[src/rtl/core/i2c_wrts_pkg.sv]
// Types and constants shared by the I2C write-then-read sequencer and its checker.
package i2c_wrts_pkg;

    localparam int CNT_W   = 5;
    localparam int MAX_OUT = 16;

    typedef enum logic [2:0] {
        MODE_LOAD     = 3'd0,
        MODE_START    = 3'd1,
        MODE_POLL     = 3'd2,
        MODE_TX_REQ   = 3'd3,
        MODE_RX_BYTE  = 3'd4,
        MODE_COMPLETE = 3'd5,
        MODE_STOP     = 3'd6,
        MODE_ERROR    = 3'd7
    } mode_t;

    typedef enum logic [2:0] {
        ACT_NONE    = 3'd0,
        ACT_ISSUE   = 3'd1,
        ACT_TX      = 3'd2,
        ACT_DISABLE = 3'd3,
        ACT_READ    = 3'd4,
        ACT_DONE    = 3'd5,
        ACT_FAULT   = 3'd6
    } action_t;

    typedef enum logic [1:0] {
        PH_IDLE    = 2'd0,
        PH_ACTIVE  = 2'd1,
        PH_STOPPED = 2'd2,
        PH_GOOD    = 2'd3
    } phase_t;

    typedef enum logic [1:0] {
        SQ_IDLE,
        SQ_TX,
        SQ_STREAM
    } seq_state_t;

    typedef struct packed {
        action_t          action;
        logic [7:0]       target_address;
        logic [CNT_W-1:0] transfer_length;
        logic             is_write;
        logic             is_final_phase;
        logic [7:0]       out_byte;
        logic             last_item;
        logic             fatal;
        phase_t           phase_now;
    } out_word_t;

endpackage

[src/rtl/core/i2c_write_read_transaction_sequencer.sv]
// Top level of the I2C write-then-read transaction sequencer.
//
//  channel | prefix | direction | carries
//  --------+--------+-----------+----------------------------------------------
//  events  | s_     | in        | one controller or host event per word
//  results | m_     | out       | one command or data word, last_item ends item
//
// Most events leave their single result in the output register. A transmit request
// passes through the SQ_TX state, as its byte comes from the buffer memory, whose
// read data is registered. A readout poll of N bytes streams them out at one buffer
// read a cycle while the output is not stalled, limited by the single memory read port.
// Reset (synchronous, aresetn low) returns the sequencer to idle with cleared counts.
// A stalled result only holds the output register; events wait until it is free.
module i2c_write_read_transaction_sequencer #(
    parameter int BUFFER_BYTES = 16,
    parameter int MAX_ERRORS   = 3
) (
    input  logic       aclk,
    input  logic       aresetn,
    input  logic       s_valid,
    output logic       s_ready,
    input  logic [2:0] s_mode,
    input  logic [7:0] s_device_address,
    input  logic [4:0] s_send_count,
    input  logic [4:0] s_receive_count,
    input  logic [3:0] s_byte_index,
    input  logic [7:0] s_data_byte,
    input  logic       s_ms_pulse,
    output logic       m_valid,
    input  logic       m_ready,
    output logic [2:0] m_action,
    output logic [7:0] m_target_address,
    output logic [4:0] m_transfer_length,
    output logic       m_is_write,
    output logic       m_is_final_phase,
    output logic [7:0] m_out_byte,
    output logic       m_last_item,
    output logic       m_fatal,
    output logic [1:0] m_phase_now
);

    localparam int ADDR_W = (BUFFER_BYTES > 1) ? $clog2(BUFFER_BYTES) : 1;
    localparam int OFF_W  = $clog2(BUFFER_BYTES + 1);
    localparam int CNT_W  = i2c_wrts_pkg::CNT_W;
    localparam int CMP_W  = (OFF_W > CNT_W) ? OFF_W : CNT_W;
    localparam int ERR_W  = $clog2(MAX_ERRORS + 1);

    // Buffer memory, written and read in one clocked block.
    logic [7:0]        data_mem [BUFFER_BYTES];
    logic [7:0]        rdata_reg;
    logic              wr_en;
    logic [ADDR_W-1:0] wr_addr;
    logic              rd_en;
    logic [ADDR_W-1:0] rd_addr;

    i2c_wrts_pkg::seq_state_t state_reg, state_next;
    i2c_wrts_pkg::phase_t     phase_reg, phase_next;
    logic [OFF_W-1:0]         offset_reg, offset_next;
    logic [7:0]               addr_reg, addr_next;
    logic [CNT_W-1:0]         send_reg, send_next;
    logic [CNT_W-1:0]         recv_reg, recv_next;
    logic [ERR_W-1:0]         err_reg, err_next;
    logic [2:0]               tout_reg, tout_next;
    logic [CNT_W-1:0]         strm_idx_reg, strm_idx_next;
    logic                     rd_pend_reg, rd_pend_next;
    logic                     rd_last_reg, rd_last_next;
    logic                     m_valid_reg, m_valid_next;
    i2c_wrts_pkg::out_word_t  out_reg, out_next;

    i2c_wrts_pkg::out_word_t  word;
    i2c_wrts_pkg::mode_t      mode;
    logic                     s_accept;
    logic                     to_read;
    logic                     load_out;
    logic                     issue;
    logic [CNT_W-1:0]         strm_total;
    logic [ERR_W-1:0]         err_plus;
    logic [2:0]               tout_dec;
    logic [OFF_W-1:0]         offset_inc;
    logic                     offset_full;

    // Timeout in milliseconds: 3 + (send + receive) / 10, held at 7.
    function automatic logic [2:0] timeout_init(input logic [CNT_W-1:0] snd,
                                                input logic [CNT_W-1:0] rcv);
        logic [CNT_W:0] sum;
        logic [2:0]     t;
        sum = {1'b0, snd} + {1'b0, rcv};
        if (sum >= (CNT_W+1)'(40)) begin
            t = 3'd7;
        end else if (sum >= (CNT_W+1)'(30)) begin
            t = 3'd6;
        end else if (sum >= (CNT_W+1)'(20)) begin
            t = 3'd5;
        end else if (sum >= (CNT_W+1)'(10)) begin
            t = 3'd4;
        end else begin
            t = 3'd3;
        end
        return t;
    endfunction

    // Transfer command: the write phase, or the final read when nothing is sent.
    function automatic i2c_wrts_pkg::out_word_t issue_word(input logic [7:0] adr,
                                                           input logic [CNT_W-1:0] snd,
                                                           input logic [CNT_W-1:0] rcv);
        i2c_wrts_pkg::out_word_t w;
        w                = '0;
        w.action         = i2c_wrts_pkg::ACT_ISSUE;
        w.target_address = adr;
        w.last_item      = 1'b1;
        if (snd == '0) begin
            w.transfer_length = rcv;
            w.is_write        = 1'b0;
            w.is_final_phase  = 1'b1;
        end else begin
            w.transfer_length = snd;
            w.is_write        = 1'b1;
            w.is_final_phase  = (rcv == '0);
        end
        return w;
    endfunction

    assign s_ready  = (state_reg == i2c_wrts_pkg::SQ_IDLE) && (!m_valid_reg || m_ready);
    assign s_accept = s_valid && s_ready;
    assign mode     = i2c_wrts_pkg::mode_t'(s_mode);

    assign strm_total  = (recv_reg > CNT_W'(i2c_wrts_pkg::MAX_OUT)) ?
                         CNT_W'(i2c_wrts_pkg::MAX_OUT) : recv_reg;
    assign err_plus    = err_reg + 1'b1;
    assign tout_dec    = (s_ms_pulse && (tout_reg != '0)) ? tout_reg - 1'b1 : tout_reg;
    assign offset_inc  = offset_reg + 1'b1;
    assign offset_full = CMP_W'(offset_reg) >= CMP_W'(BUFFER_BYTES);

    always_comb begin
        state_next    = state_reg;
        phase_next    = phase_reg;
        offset_next   = offset_reg;
        addr_next     = addr_reg;
        send_next     = send_reg;
        recv_next     = recv_reg;
        err_next      = err_reg;
        tout_next     = tout_reg;
        strm_idx_next = strm_idx_reg;
        rd_pend_next  = rd_pend_reg;
        rd_last_next  = rd_last_reg;
        m_valid_next  = m_valid_reg && !m_ready;
        out_next      = out_reg;
        wr_en         = 1'b0;
        wr_addr       = '0;
        rd_en         = 1'b0;
        rd_addr       = '0;
        to_read       = 1'b0;
        load_out      = 1'b0;
        issue         = 1'b0;
        word          = '0;
        word.action   = i2c_wrts_pkg::ACT_NONE;
        word.last_item = 1'b1;

        unique case (state_reg)
            i2c_wrts_pkg::SQ_IDLE: begin
                if (s_accept) begin
                    case (mode)
                        i2c_wrts_pkg::MODE_LOAD: begin
                            if (phase_reg == i2c_wrts_pkg::PH_IDLE &&
                                CMP_W'(s_byte_index) < CMP_W'(BUFFER_BYTES)) begin
                                wr_en   = 1'b1;
                                wr_addr = ADDR_W'(s_byte_index);
                            end else begin
                                word.action = i2c_wrts_pkg::ACT_FAULT;
                            end
                        end
                        i2c_wrts_pkg::MODE_START: begin
                            if (phase_reg != i2c_wrts_pkg::PH_IDLE ||
                                CMP_W'(s_send_count) > CMP_W'(BUFFER_BYTES) ||
                                CMP_W'(s_receive_count) > CMP_W'(BUFFER_BYTES)) begin
                                word.action = i2c_wrts_pkg::ACT_FAULT;
                            end else begin
                                addr_next   = s_device_address;
                                send_next   = s_send_count;
                                recv_next   = s_receive_count;
                                tout_next   = timeout_init(s_send_count, s_receive_count);
                                offset_next = '0;
                                phase_next  = i2c_wrts_pkg::PH_ACTIVE;
                                word        = issue_word(s_device_address, s_send_count,
                                                         s_receive_count);
                            end
                        end
                        i2c_wrts_pkg::MODE_POLL: begin
                            unique case (phase_reg)
                                i2c_wrts_pkg::PH_ACTIVE: begin
                                    tout_next = tout_dec;
                                    if (tout_dec == '0) begin
                                        word.action = i2c_wrts_pkg::ACT_DISABLE;
                                        if (err_plus >= ERR_W'(MAX_ERRORS)) begin
                                            err_next    = '0;
                                            offset_next = '0;
                                            phase_next  = i2c_wrts_pkg::PH_IDLE;
                                            word.fatal  = 1'b1;
                                        end else begin
                                            err_next   = err_plus;
                                            phase_next = i2c_wrts_pkg::PH_STOPPED;
                                        end
                                    end
                                end
                                i2c_wrts_pkg::PH_STOPPED: begin
                                    if (err_reg != '0) begin
                                        tout_next   = timeout_init(send_reg, recv_reg);
                                        offset_next = '0;
                                        phase_next  = i2c_wrts_pkg::PH_ACTIVE;
                                        word        = issue_word(addr_reg, send_reg, recv_reg);
                                    end else begin
                                        phase_next = i2c_wrts_pkg::PH_GOOD;
                                    end
                                end
                                i2c_wrts_pkg::PH_GOOD: begin
                                    phase_next = i2c_wrts_pkg::PH_IDLE;
                                    err_next   = '0;
                                    if (recv_reg == '0) begin
                                        word.action = i2c_wrts_pkg::ACT_DONE;
                                    end else begin
                                        to_read       = 1'b1;
                                        strm_idx_next = '0;
                                        rd_pend_next  = 1'b0;
                                        state_next    = i2c_wrts_pkg::SQ_STREAM;
                                    end
                                end
                                default: begin
                                end
                            endcase
                        end
                        i2c_wrts_pkg::MODE_TX_REQ: begin
                            if (phase_reg == i2c_wrts_pkg::PH_ACTIVE) begin
                                if (send_reg == '0 || offset_full) begin
                                    word.action = i2c_wrts_pkg::ACT_FAULT;
                                end else begin
                                    to_read    = 1'b1;
                                    rd_en      = 1'b1;
                                    rd_addr    = ADDR_W'(offset_reg);
                                    state_next = i2c_wrts_pkg::SQ_TX;
                                    if (CMP_W'(offset_inc) >= CMP_W'(send_reg)) begin
                                        offset_next = '0;
                                    end else begin
                                        offset_next = offset_inc;
                                    end
                                end
                            end
                        end
                        i2c_wrts_pkg::MODE_RX_BYTE: begin
                            if (phase_reg == i2c_wrts_pkg::PH_ACTIVE) begin
                                if (offset_full) begin
                                    word.action = i2c_wrts_pkg::ACT_FAULT;
                                end else begin
                                    wr_en       = 1'b1;
                                    wr_addr     = ADDR_W'(offset_reg);
                                    offset_next = offset_inc;
                                end
                            end
                        end
                        i2c_wrts_pkg::MODE_COMPLETE: begin
                            if (phase_reg == i2c_wrts_pkg::PH_ACTIVE) begin
                                if (offset_reg == '0 && recv_reg != '0) begin
                                    word = issue_word(addr_reg, '0, recv_reg);
                                end else begin
                                    word.action = i2c_wrts_pkg::ACT_FAULT;
                                end
                            end
                        end
                        i2c_wrts_pkg::MODE_STOP: begin
                            if (phase_reg == i2c_wrts_pkg::PH_ACTIVE) begin
                                phase_next  = i2c_wrts_pkg::PH_STOPPED;
                                word.action = i2c_wrts_pkg::ACT_DISABLE;
                            end
                        end
                        default: begin
                            if (phase_reg == i2c_wrts_pkg::PH_ACTIVE) begin
                                word.action = i2c_wrts_pkg::ACT_DISABLE;
                                if (err_plus >= ERR_W'(MAX_ERRORS)) begin
                                    err_next    = '0;
                                    offset_next = '0;
                                    phase_next  = i2c_wrts_pkg::PH_IDLE;
                                    word.fatal  = 1'b1;
                                end else begin
                                    err_next   = err_plus;
                                    phase_next = i2c_wrts_pkg::PH_STOPPED;
                                end
                            end
                        end
                    endcase
                    word.phase_now = phase_next;
                    if (!to_read) begin
                        out_next     = word;
                        m_valid_next = 1'b1;
                    end
                end
            end
            i2c_wrts_pkg::SQ_TX: begin
                // The output register was free when the request was taken.
                word.action    = i2c_wrts_pkg::ACT_TX;
                word.out_byte  = rdata_reg;
                word.phase_now = phase_reg;
                out_next       = word;
                m_valid_next   = 1'b1;
                state_next     = i2c_wrts_pkg::SQ_IDLE;
            end
            i2c_wrts_pkg::SQ_STREAM: begin
                // A new read is issued only when the read register is empty or the word held in it moves on.
                load_out = rd_pend_reg && (!m_valid_reg || m_ready);
                issue    = (strm_idx_reg < strm_total) && (!rd_pend_reg || load_out);
                if (load_out) begin
                    word.action    = i2c_wrts_pkg::ACT_READ;
                    word.out_byte  = rdata_reg;
                    word.last_item = rd_last_reg;
                    word.phase_now = phase_reg;
                    out_next       = word;
                    m_valid_next   = 1'b1;
                    if (rd_last_reg) begin
                        state_next = i2c_wrts_pkg::SQ_IDLE;
                    end
                end
                if (issue) begin
                    rd_en         = 1'b1;
                    rd_addr       = ADDR_W'(strm_idx_reg);
                    rd_last_next  = (strm_idx_reg == strm_total - 1'b1);
                    strm_idx_next = strm_idx_reg + 1'b1;
                    rd_pend_next  = 1'b1;
                end else if (load_out) begin
                    rd_pend_next = 1'b0;
                end
            end
            default: begin
                state_next = i2c_wrts_pkg::SQ_IDLE;
            end
        endcase
    end

    always_ff @(posedge aclk) begin
        if (wr_en) begin
            data_mem[wr_addr] <= s_data_byte;
        end
        if (rd_en) begin
            rdata_reg <= data_mem[rd_addr];
        end
    end

    always_ff @(posedge aclk) begin
        if (!aresetn) begin
            state_reg    <= i2c_wrts_pkg::SQ_IDLE;
            phase_reg    <= i2c_wrts_pkg::PH_IDLE;
            offset_reg   <= '0;
            addr_reg     <= '0;
            send_reg     <= '0;
            recv_reg     <= '0;
            err_reg      <= '0;
            tout_reg     <= '0;
            strm_idx_reg <= '0;
            rd_pend_reg  <= 1'b0;
            rd_last_reg  <= 1'b0;
            m_valid_reg  <= 1'b0;
        end else begin
            state_reg    <= state_next;
            phase_reg    <= phase_next;
            offset_reg   <= offset_next;
            addr_reg     <= addr_next;
            send_reg     <= send_next;
            recv_reg     <= recv_next;
            err_reg      <= err_next;
            tout_reg     <= tout_next;
            strm_idx_reg <= strm_idx_next;
            rd_pend_reg  <= rd_pend_next;
            rd_last_reg  <= rd_last_next;
            m_valid_reg  <= m_valid_next;
        end
    end

    always_ff @(posedge aclk) begin
        out_reg <= out_next;
    end

    assign m_valid           = m_valid_reg;
    assign m_action          = out_reg.action;
    assign m_target_address  = out_reg.target_address;
    assign m_transfer_length = out_reg.transfer_length;
    assign m_is_write        = out_reg.is_write;
    assign m_is_final_phase  = out_reg.is_final_phase;
    assign m_out_byte        = out_reg.out_byte;
    assign m_last_item       = out_reg.last_item;
    assign m_fatal           = out_reg.fatal;
    assign m_phase_now       = out_reg.phase_now;

endmodule

[config.mk]
export PLATFORM = sky130hd
export DESIGN_NAME = i2c_write_read_transaction_sequencer
export DESIGN_NICKNAME = d
export VERILOG_FILES = /design/src/rtl/core/i2c_wrts_pkg.sv /design/src/rtl/core/i2c_write_read_transaction_sequencer.sv
export SDC_FILE = /design/constraint.sdc
export NUM_CORES = 1
export LEC_CHECK = 0
export BUFFER_PORTS_ARGS = -buffer_cell sky130_fd_sc_hd__buf_2
export CAP_MARGIN = 20
export CORE_ASPECT_RATIO = 1.2
export CORE_MARGIN = 3
export CORE_UTILIZATION = 30
export CTS_BUF_LIST = sky130_fd_sc_hd__clkbuf_8
export CTS_CLUSTER_DIAMETER = 40
export DETAILED_ROUTE_END_ITERATION = 8
export GPL_TIMING_DRIVEN = 0
export SKIP_LAST_GASP = 1
export SLEW_MARGIN = 5
export SYNTH_ARGS = -nofsm -noshare
export SYNTH_HDL_FRONTEND = slang
export SYNTH_SLANG_ARGS = --single-unit
[constraint.sdc]
create_clock -name aclk -period 4.31 [get_ports aclk]
set_input_delay 0.431 -clock aclk [delete_from_list [all_inputs] [get_ports aclk]]
set_output_delay 0.431 -clock aclk [all_outputs]
set_load 0.01 [all_outputs]
After elaboration in Yosys (flattened, before gate mapping) --
Memories as Yosys holds them, arrays and structs flattened. A register that Yosys moved wholly into a read port is not among the register bits. Cells that the tools add are included.
Cells by class: $add $sub $neg 7, order comparisons 15, equality and inequality tests 34, muxes and demuxes 125, bitwise gates (word level) 3, reductions and logical operators 48
Operator list (count):
- 30-bit two-way mux | 4
- 30-bit one-hot mux with 3 select lines | 1
- 5-bit two-way mux | 16
- 24-bit one-hot mux with 3 select lines | 1
- 3-bit two-way mux | 19
- 27-bit two-way mux | 2
- 4-bit two-way mux | 10
- 2-bit two-way mux | 18
- 1-bit two-way mux | 28
- 28-bit two-way mux | 1
- 5-bit logical NOT | 5
- 5-bit one-hot mux with 5 select lines | 1
- 6-bit by 5-bit >= comparator with 1-bit output (second input constant) | 4
- 24-bit two-way mux | 1
- 6-bit AND reduction | 4
- 2-bit != test (second input constant) | 11
- 5-bit one-hot mux with 2 select lines | 2
- 3-bit != test (second input constant) | 6
- 3-bit one-hot mux with 6 select lines | 1
- 2-bit one-hot mux with 2 select lines | 4
- 4-bit one-hot mux with 2 select lines | 2
- 5-bit greater-than comparator (second input constant) | 3
- 7-bit two-way mux | 2
- 5-bit by 5-bit adder with 6-bit output | 2
- other kinds (42) | 84
Storage, ports and cells: bits in registers 70, RAM bits 128, bits of input ports 38, output and inout bits 32, word-level logic and storage cells 254, memories 1
Memory list:
- data_mem | words 16, width 8, rd ports 1, clocked after memory_dff 1, write ports 1, RTL line i2c_write_read_transaction_sequencer.sv:49 | logic [7:0] data_mem [BUFFER_BYTES];

Depth between registers and ports, before layout --
depth in word-level cells 10, gate-level depth with buffers 13

Worst setup path after synthesis --
Ideal clock, no wire load.
kind in2reg, from input port s_mode[0], to register out_reg, in the netlist m_action[0] (enable), setup time 0.467 ns, arrival 3.580 ns, data required time 3.843 ns, slack 0.262 ns, cell stages on the path 6, cells stage by stage buf_2 > nor3b_1 > and3_1 > a21oi_1 > nand3_1 > a221oi_1
On the way: longest elaborated chain between the ends 6, elaborated cells on any way between the ends 7
RTL lines:
- start: declaration | RTL line i2c_write_read_transaction_sequencer.sv:22 | input logic [2:0] s_mode,
- 3-bit by 2-bit == test with 1-bit output | RTL line i2c_write_read_transaction_sequencer.sv:162 | case (mode)
- 1-bit one-hot mux with 2 select lines (*) | RTL line i2c_write_read_transaction_sequencer.sv:162
- 1-bit two-way mux (*) | RTL line i2c_write_read_transaction_sequencer.sv:161 | if (s_accept) begin
- 1-bit two-way mux (*) | RTL line i2c_write_read_transaction_sequencer.sv:159 | unique case (state_reg)
- 2-bit != test (no line) (*)
- 4-bit AND reduction (no line) (*)
- end signal: assignment | RTL line i2c_write_read_transaction_sequencer.sv:376 | out_reg <= out_next;
- end: declaration | RTL line i2c_write_read_transaction_sequencer.sv:68 | i2c_wrts_pkg::out_word_t out_reg, out_next;
Mark *: on every way between the ends. The rest lies on a longest branch, timed or not. The select of a mux whose other input is x is not followed. A chain may end at the register's enable or synchronous reset.

Worst setup path after layout --
from register recv_reg[4], to register rdata_reg[1], read port of data_mem (data pin)
On the way: longest elaborated chain between the ends 6, elaborated cells on any way between the ends 8
RTL lines:
- start: declaration | RTL line i2c_write_read_transaction_sequencer.sv:61 | logic [CNT_W-1:0] recv_reg, recv_next;
- start signal: assignment | RTL line i2c_write_read_transaction_sequencer.sv:365 | recv_reg <= recv_next;
- 5-bit greater-than comparator | RTL line i2c_write_read_transaction_sequencer.sv:127 | assign strm_total = (recv_reg > CNT_W'(i2c_wrts_pkg::MAX_OUT)) ?
- 5-bit two-way mux (*) | RTL line i2c_write_read_transaction_sequencer.sv:127
- 5-bit less-than comparator (*) | RTL line i2c_write_read_transaction_sequencer.sv:308 | issue = (strm_idx_reg < strm_total) && (!rd_pend_reg || load_out);
- 1-bit logical AND (*) | RTL line i2c_write_read_transaction_sequencer.sv:308
- 4-bit two-way mux / 1-bit two-way mux (equally long branches) | RTL line i2c_write_read_transaction_sequencer.sv:320 | if (issue) begin
- 4-bit one-hot mux with 2 select lines / 1-bit one-hot mux with 2 select lines (equally long branches) | RTL line i2c_write_read_transaction_sequencer.sv:159
- end: declaration | RTL line i2c_write_read_transaction_sequencer.sv:50 | logic [7:0] rdata_reg;
Mark *: on every way between the ends. The rest lies on a longest branch, timed or not.

==> flow_summary.yaml <==
synth:
  ys_types: 72
  ys_ff_latch: 206
  yosysTopAreaCellShare: 0.495
  synth_top_area_cell: "edfxtp_1"
  yosysMostFrequentCell: "edfxtp_1"
  syn_nets: 949
  synthTopCellsByCount: "edfxtp_1 (166), nand2_1 (104), nor2_1 (72)"
  ys_warn_count: 0
  netlist_area_um2: 10100
  async_flop_share: 0
  synth-edff-count: 166
  syn_avg_cell_area_um2: 11.4
  netlist_top_cells_area: "edfxtp_1 (50%), dfxtp_1 (8.0%), nand2_1 (3.9%)"
  synth_ff_type: "edfxtp_1"
  syn_inst: 879
  ys_seq_area_frac: 0.575
grt:
  grt_use_met3: 0.0293
  grt_pass1_wl_um: 40800
  grt-ovfl-total: 0
  global_route.usage.met2: 0.245
  use_met1: 0.179
  grtUsageTotal: 0.144
  antenna_found_initial: 0
  grt_max_degree: 18
  grt_pass1_vias: 7331
  busiest_layer: "met2"
power_and_ir_drop:
  vdd_drop_max_mv: 0.229
  powerDensity_nw_per_um2: 371
  p_leak_nw: 4.50
  p_total_mw: 4.38
placement:
  placed_cells: 1395
  dp_hpwl_um: 18900
  gp_congestion: 0.909
  portBuffers: 68
critical_path:
  critPathCaptureType: "register"
  crit_path_start_kind: "register"
  crit-reg2reg-launch: "recv_reg[4]$_SDFFE_PN0P_"
  worstRegToRegCells: 11
  worstPathRequired_ns: 4.56
  worstSetupPathType: "register to register"
  cp.arrival_ns: 4.27
  r2r-end: "rdata_reg[1]$_DFFE_PP_"
  worstPathMaxFanout: 10
  ff2ff_setup_slack_ns: 0.29
cells_and_area:
  fin_nets: 1063
  num-fill-cells: 3260
  fin_cells: 1466
  diodes: 0
  largest_reg_flops: 128
  drive_gt1_frac: 0.158
  largest-register: "data_mem"
  area_growth_pct: 17.2
  multi_input_area_um2: 4010
  regArea_um2: 5790
sta:
  slew_viol_final: 0
  rsz0062_at_grt: "no"
  fin_crit_sh: 0.934
  setup_violations: 0
  min_period_ns: 4.02
  fmaxAchievable_mhz: 249
  maxSlewHeadroom: 0.292
  skew_ns: 0.0290
  timing.hold.ws_ns: 0.140
  final_hold_viol_count: 0
  worst_pin_slew_ns: 1.05
route:
  vias: 7522
  wl_um: 26300
  first_pass_iters: 5
  detail-route-antenna-nets: 0
  viasPerCell: 5.13
  drc: 0
  wl_per_cell_um: 18.0
  drt_iter0_drc: 573
floorplanning:
  core-area_um2: 32600
  die_x_um: 173
  die_h_um: 207
  start_util: 0.309
  pin_count: 70
  rows: 72
  dieArea_um2: 35800
run_status:
  status: "completed"
min_path:
  hold-path-endpoint: "addr_reg[1]$_SDFFE_PN0P_"
  hold_path_class: "primary input to register"
  min_from: "s_device_address[1]"
  hold_depth: 3
clock_tree:
  post_cts_buffers: 0
  clkTransAtPathRegs_ns: 0.06
  htreeDepth: 2
  cts_hold_buf: 0
  cts_resized: 0
  clockRootBuffer: "clkbuf_8"
  clock_latency_ns: 0.55
  cts_buffer_depth: 3
  cts_sinks: 206
  tritoncts: "built"
  cts_made_buffers: 39
job:
  drv_cap: 0
-- where the power goes --
group          internal [mW]  switching [mW]  leakage (nW)
logic                  0.111           0.224          2.23
registers               2.20          0.0140          1.85
clock network          0.988           0.849         0.420
-- layout by cell type (no fill, tap or decap), drive strengths merged, types with 6 or more instances in the layout --
| master | instances |
|---|---|
| and2 | 13 |
| or4 | 9 |
| mux2i | 38 |
| xnor2 | 7 |
| o211ai | 6 |
| nand3b | 6 |
| a21o | 13 |
| clkbuf | 67 |
| nand2b | 9 |
| nand3 | 16 |
| ha | 30 |
| a22oi | 12 |
| nor2 | 72 |
| mux2 | 10 |
| o21ai | 23 |
| inv | 40 |
| buf | 85 |
| nand4 | 9 |
| xor2 | 14 |
| and3 | 13 |
| a21oi | 68 |
| edfxtp | 166 |
| o22ai | 10 |
| nand2 | 104 |
| nor3 | 16 |
| dfxtp | 40 |
| nor2b | 7 |
| nor4 | 10 |
| o221a | 8 |
| clkinv | 17 |
| a221oi | 22 |
-- stage by stage --
stage	area (um^2)	util	worst slack, ns	TNS [ns]
after floorplan	10100	-	0.262	0
after global placement	11000	0.336	-1.08	-32.23
after detailed placement	11000	0.338	-0.116	-3.62
after CTS	11800	0.362	0.308	0
after global routing	11800	0.362	0.141	0
final	11800	0.362	0.286	0
-- logic make-up after synthesis --
family,Yosys count,synth area share
and+or+nand+nor,295,0.143
DFF,206,0.575
AOI/OAI and AO/OA,204,0.139
buffers and inverters,71,0.0297
muxes,48,0.0512
adders and majority gates,34,0.0433
xor gates and xnor gates,21,0.0183
-- cell type report --
cell class,count,share of cell area
buffer,40,0.0155
clock inverter,31,0.0190
clock buffer,39,0.0455
inverter,31,0.00987
multi-input combinational,602,0.340
sequential,206,0.491
timing repair buffer,73,0.0325
tap,444,0.0471
-- how the worst max path moves through the flow --
stage,start,to,cells after the start
2_1_floorplan,s_mode[0],m_action[0]$_DFFE_PP_,6
3_3_place_gp,s_mode[1],m_transfer_length[0]$_DFFE_PP_,6
3_5_place_dp,s_mode[2],data_mem[7][1]$_DFFE_PP_,8
4_1_cts,recv_reg[4]$_SDFFE_PN0P_,rdata_reg[1]$_DFFE_PP_,11
5_1_grt,recv_reg[4]$_SDFFE_PN0P_,rdata_reg[1]$_DFFE_PP_,12
6_report,recv_reg[4]$_SDFFE_PN0P_,rdata_reg[1]$_DFFE_PP_,11
-- worst max-delay path, stage by stage, from the launching register on --
cell	delay [ns]
dfxtp_1	0.50
inv_1	0.16
nand2_1	0.14
ha_1	0.23
nor2b_1	0.14
o31ai_1	0.44
nand3_1	0.49
and2_4	0.31
buf_6	0.16
mux2_4	0.30
o221a_1	0.30
or4_1	0.56
-- metal layers --
layer	share of wire	wire, um
met1	0.43	11200
met2	0.48	12500
met3	0.060	1590
met4	0.038	990
met5	0	0
Note: power is estimated with default switching activity, not from simulation.
